## src/rtl/core/sdft_pkg.sv

```systemverilog
`default_nettype none

package sdft_pkg;

  // Samples per fundamental period (power of two)
  localparam int unsigned CYCLE_SAMPLES = 256;
  localparam int unsigned PHASE_W       = $clog2(CYCLE_SAMPLES);

  // Field and datapath widths
  localparam int unsigned SAMPLE_W = 16;
  localparam int unsigned TRIG_W   = 16;
  localparam int unsigned COEF_W   = 40;
  localparam int unsigned PROD_W   = COEF_W + TRIG_W;
  localparam int unsigned SUM_W    = PROD_W + 1;
  localparam int unsigned FRAC_W   = 30;
  localparam int unsigned FUND_W   = SUM_W - FRAC_W;
  localparam int unsigned DIFF_W   = FUND_W + 1;
  localparam int unsigned HARM_W   = 18;

  localparam logic signed [DIFF_W-1:0] HARM_MAX = DIFF_W'(131071);
  localparam logic signed [DIFF_W-1:0] HARM_MIN = -DIFF_W'(131072);

  // Rounding offset for the 2/N coefficient scaling
  localparam logic [PROD_W:0] SCALE_RND = (PROD_W+1)'(CYCLE_SAMPLES / 2);

  // Build-time trig table constants
  localparam logic [63:0] Q30_ONE     = 64'd1073741824;
  localparam logic [63:0] Q30_HALF_PI = 64'd1686629713;
  localparam int unsigned TAYLOR_TERMS = 8;

  typedef logic signed [TRIG_W-1:0] trig_t;
  typedef trig_t trig_rom_t [CYCLE_SAMPLES];

  // Ring memory control from the sequencer
  typedef struct packed {
    logic rd;
    logic wr;
  } ring_ctl_t;

  // One Taylor term ratio: divisor (2k)(2k+1) for sine, (2k-1)(2k) for cosine
  function automatic logic [63:0] series_div(input logic [63:0] v, input int unsigned k,
                                             input bit sin_series);
    logic [63:0] q;
    q = '0;
    if (sin_series) begin
      case (k)
        1: q = v / 6;
        2: q = v / 20;
        3: q = v / 42;
        4: q = v / 72;
        5: q = v / 110;
        6: q = v / 156;
        7: q = v / 210;
        default: q = v / 272;
      endcase
    end else begin
      case (k)
        1: q = v / 2;
        2: q = v / 12;
        3: q = v / 30;
        4: q = v / 56;
        5: q = v / 90;
        6: q = v / 132;
        7: q = v / 182;
        default: q = v / 240;
      endcase
    end
    return q;
  endfunction

  // sin or cos of a Q30 angle in the first quadrant, Q30 result
  function automatic logic signed [63:0] quarter_val(input logic [63:0] th,
                                                     input bit sin_series);
    logic [63:0]        t2;
    logic [63:0]        term;
    logic signed [63:0] acc;
    t2   = (th * th) >> 30;
    term = sin_series ? th : Q30_ONE;
    acc  = signed'(term);
    for (int unsigned k = 1; k <= TAYLOR_TERMS; k++) begin
      term = series_div((term * t2) >> 30, k, sin_series);
      acc  = k[0] ? acc - signed'(term) : acc + signed'(term);
    end
    return acc;
  endfunction

  // Q30 to Q15, round half up, clamp to 0..32767
  function automatic trig_t q30_to_q15(input logic signed [63:0] v);
    logic signed [63:0] r;
    if (v < 0) begin
      r = '0;
    end else begin
      r = (v + 64'sd16384) >>> 15;
      if (r > 64'sd32767) begin
        r = 64'sd32767;
      end
    end
    return trig_t'(r);
  endfunction

  function automatic trig_t rom_entry(input int unsigned i, input bit sin_sel);
    int unsigned quad;
    int unsigned rem;
    logic [63:0] th;
    trig_t       sq;
    trig_t       cq;
    trig_t       res;
    quad = (4 * i) / CYCLE_SAMPLES;
    rem  = 4 * i - quad * CYCLE_SAMPLES;
    th   = (Q30_HALF_PI * 64'(rem)) / CYCLE_SAMPLES;
    sq   = q30_to_q15(quarter_val(th, 1'b1));
    cq   = q30_to_q15(quarter_val(th, 1'b0));
    case (quad[1:0])
      2'd0:    res = sin_sel ? sq  : cq;
      2'd1:    res = sin_sel ? cq  : -sq;
      2'd2:    res = sin_sel ? -sq : -cq;
      default: res = sin_sel ? -cq : sq;
    endcase
    return res;
  endfunction

  function automatic trig_rom_t build_rom(input bit sin_sel);
    trig_rom_t rom;
    for (int unsigned i = 0; i < CYCLE_SAMPLES; i++) begin
      rom[i] = rom_entry(i, sin_sel);
    end
    return rom;
  endfunction

  localparam trig_rom_t SIN_ROM = build_rom(1'b1);
  localparam trig_rom_t COS_ROM = build_rom(1'b0);

endpackage

`default_nettype wire

```

## src/rtl/core/sdft_ring.sv

```systemverilog
`default_nettype none

module sdft_ring
  import sdft_pkg::*;
(
  input  wire logic                       clk,
  input  wire logic                       rst_n,
  input  wire ring_ctl_t                  ctl,
  input  wire logic signed [SAMPLE_W-1:0] wr_data,
  output logic [PHASE_W-1:0]              phase,
  output logic signed [SAMPLE_W-1:0]      old_sample
);

  logic signed [SAMPLE_W-1:0] mem [CYCLE_SAMPLES];
  logic signed [SAMPLE_W-1:0] rd_q_r;
  logic                       old_vld_r;
  logic                       wrapped_r;
  logic [PHASE_W-1:0]         phase_r;
  logic                       last_phase;

  assign last_phase = (phase_r == PHASE_W'(CYCLE_SAMPLES - 1));

  // Sample ring: registered read, write at the current phase
  always_ff @(posedge clk) begin
    if (ctl.rd) begin
      rd_q_r <= mem[phase_r];
    end
    if (ctl.wr) begin
      mem[phase_r] <= wr_data;
    end
  end

  // Phase counter; entries are only real once the first period has gone round
  always_ff @(posedge clk) begin
    if (!rst_n) begin
      phase_r   <= '0;
      wrapped_r <= 1'b0;
      old_vld_r <= 1'b0;
    end else begin
      if (ctl.rd) begin
        old_vld_r <= wrapped_r;
      end
      if (ctl.wr) begin
        phase_r <= last_phase ? '0 : phase_r + 1'b1;
        if (last_phase) begin
          wrapped_r <= 1'b1;
        end
      end
    end
  end

  assign phase      = phase_r;
  assign old_sample = old_vld_r ? rd_q_r : '0;

endmodule

`default_nettype wire

```

## config.mk

```make
export PLATFORM = sky130hd
export DESIGN_NAME = sdft_ring
export DESIGN_NICKNAME = d
export VERILOG_FILES = /design/src/rtl/core/sdft_pkg.sv /design/src/rtl/core/sdft_ring.sv
export SDC_FILE = /design/constraint.sdc
export NUM_CORES = 2
export LEC_CHECK = 0
export BUFFER_PORTS_ARGS = -buffer_cell sky130_fd_sc_hd__buf_2
export CAP_MARGIN = 20
export CORE_UTILIZATION = 45
export DETAILED_ROUTE_END_ITERATION = 10
export GPL_TIMING_DRIVEN = 0
export SKIP_LAST_GASP = 1
export SLEW_MARGIN = 0
export SYNTH_ARGS = -nofsm -noshare
export SYNTH_HDL_FRONTEND = slang
export SYNTH_SLANG_ARGS = --single-unit
```

## constraint.sdc

```tcl
create_clock -name clk -period 7.5 [get_ports clk]
set_input_delay 1.5 -clock clk [delete_from_list [all_inputs] [get_ports clk]]
set_output_delay 1.5 -clock clk [all_outputs]
set_load 0.02 [all_outputs]
```

==> run metrics <==
top cell type's share of synthesized area 0.791; Remaining Overflow, GRT 0; Syn Std Cell Area 0.156 sq mm; CTS root buf clkbuf_16; CP Max Fanout 10; status finished clean; multi-input logic area 0.0311 sq mm; layout cells sized above 1 0.296; CTS Buf Count 418; iteration count of the initial detailed-routing pass 6; core area 0.344 sq mm; Clock Latency Late Sink 0.99 ns; period utilization 0.815; Final Max Tran Viols 0; critical path cell sequence buf_2, clkbuf_2, clkbuf_1, mux4_2, a22oi_1, a21oi_1, o41ai_1, nand4_1; Synth Area in Simple Gates 0.00972; port bufs 43; post-synthesis adder-cell area fraction 0.000321; HP Class reg -> reg; MaxCap Viol Count 0; Area growth syn-to-layout 16.0%; Die Height 591 microns; endpoints failing setup 0; Buf/Inv on CP 3; I/O Pins 44; Fmax achieved 164 MHz; hpwl dp 305,000 microns; syn_area_per_cell 23.0 sq um; share of total power in combinational logic 0.053; Setup crit end kind flop; Async S/R FF share, synth 0; power density over the cells 268 mW/mm^2; Power Total 0.0485 W; starting density of the core 0.454; Routability Congestion 0.995; dpl ws 1.72 ns; leak pwr 54.8 nW; Reg power frac 0.523; # resized after CTS 0; Sw Share 0.214; H-tree levels 5; main combinational cell family by area after synthesis multiplexers; Seq cells post-synth 4,122; number of synthesized flops with an enable pin 4,112; FP Rows 215; Layout Cells excl Fill 12,400; Final min period 6.11 ns; Max clock buf depth 4; final wirelength 453,000 microns; Vias/cell 6.24; crit-path leading delay family buffers and inverters; final setup margin 1.39 ns; CTS tree built; Post-Synth XOR/XNOR Area 0.000168; DR DRC count 0; Die W 591 microns; Syn Nets 6,807; register area 0.124 sq mm; DR vias 77,700; hold buffer count at cts 0; P_sw 0.0104 W; # Post-CTS Setup Buffers 0; Required @ worst endpoint 8.19 ns; Synth area leaders edfxtp_1, mux4_2, a22oi_1; worst-case vdd ir drop 0.000215 V; Worst-path clk slew 0.06 ns; Netlist cell types 36; Layout Skew 0.0627 ns; final hold vios 0; RSZ-0062 raised after global routing false; critical path class reg -> reg; vias in the first global route 77,000; cell taking the most area after synthesis edfxtp_1; total track usage 0.258; initial antenna violation count 34; largest net degree at the start of global routing 137; FILL cells 26,100; Synth Area in Compound Gates 0.0368; Worst path max stage delay 1.09 ns; nets@finish 7,555; Die ar. 0.349 sq mm; Ys Warns 0; Layout Utilization 0.526; drt initial violations 11,100; hold_ws 0.490 ns; first-pass GRT wire length 619,000 microns; Int Power 0.0381 W; Clock power frac 0.424; antenna viol nets, final 0; Syn Inst Count 6,783; crit path DAT 6.80 ns; cell count after placement 11,700; multiplexer area fraction after synthesis 0.148; crit path launch type flop; slew at the pin closest to its max-slew limit 1.47 ns; CP max stage cell o41ai_1; CTS sink count 4,122; main flop type after synthesis edfxtp_1; relative slew slack 0.0196; Seq/Total Area, Yosys 0.792; drt wl/cell 36.4 microns
-- cell usage in the layout, fill, tap and decap left out, drive strengths merged, types with 41 or more instances in the layout --
cell type / Yosys / layout
bufinv: 0 / 41
o41ai: 64 / 64
a21oi: 258 / 258
a22oi: 512 / 512
clkbuf: 247 / 759
clkinv: 1 / 190
nor2: 267 / 267
buf: 176 / 504
edfxtp: 4112 / 4112
mux4: 1024 / 1024
-- synth_stat cells (all sizes together), types with 14 or more instances --
cell,n
nand2,19
nand3,14
clkbuf,247
o41ai,64
mux4,1024
a21oi,258
nor2,267
buf,176
a22oi,512
edfxtp,4112
nand4,20
and2,21
-- final cells by class --
| class | instances | area share |
|---|---|---|
| clock inverter | 254 | 0.0136 |
| buffer | 423 | 0.0111 |
| antenna | 15 | 0.000207 |
| inverter | 3 | 0.0000622 |
| tap | 4557 | 0.0315 |
| timing repair buffer | 328 | 0.0279 |
| sequential | 4122 | 0.683 |
| clock buffer | 512 | 0.0606 |
| multi-input combinational | 2235 | 0.172 |
-- tightest hold or removal path: stages (launching register included) --
cell and delay, ns:
dfxtp_1 0.33, nor2_1 0.05, nor2_1 0.07
-- sequential cells by signal, summed over array words and instances (netlist names) --
register / cells
old_vld_r: 1
mem: 4096
phase: 8
wrapped_r: 1
rd_q_r: 16
-- path summary, 6_finish.rpt --
kind,start,slack [ns],cells past startpoint,to
max,phase[1],1.39,8,rd_q_r[10]
min,wrapped_r,0.49,2,wrapped_r
max reg2reg,phase[1],1.39,8,rd_q_r[10]
min reg2reg,wrapped_r,0.49,2,wrapped_r
-- cells by family (layout without fill, tap and decap cells) --
group,after synthesis,count (layout)
DFF,4122,4122
muxes,1027,1027
other,0,15
xor gates and xnor gates,3,3
AOI/OAI and AO/OA,841,841
buffers and inverters,426,1520
and+or+nand+nor,360,360
adders and majority gates,4,4
-- routing by layer --
layer	routed length (microns)	up-vias	track usage
met1	171000	42000	0.344
met4	22700	10	0.112
li1	-	30800	-
met3	49800	809	0.0770
met5	314	-	0.00514
met2	209000	4121	0.395
-- per-stage QoR --
stage / cell area (sq um) / TNS, ns
2_1_floorplan: 156000 / 0
3_3_place_gp: 162000 / -909.90
3_5_place_dp: 167000 / 0
4_1_cts: 181000 / 0
5_1_grt: 181000 / 0
6_report: 181000 / 0
-- power by group through the flow --
stage,clock network (W),logic (W),registers (W)
final,0.0206,0.00256,0.0254
after global routing,0.0216,0.00266,0.0254
after CTS,0.0208,0.00258,0.0254
after detailed placement,0,0.00258,0.0259
after global placement,0,0.00243,0.0260
after floorplan,0,0.00136,0.0259
No activity file was read; power rests on OpenSTA's default activity.
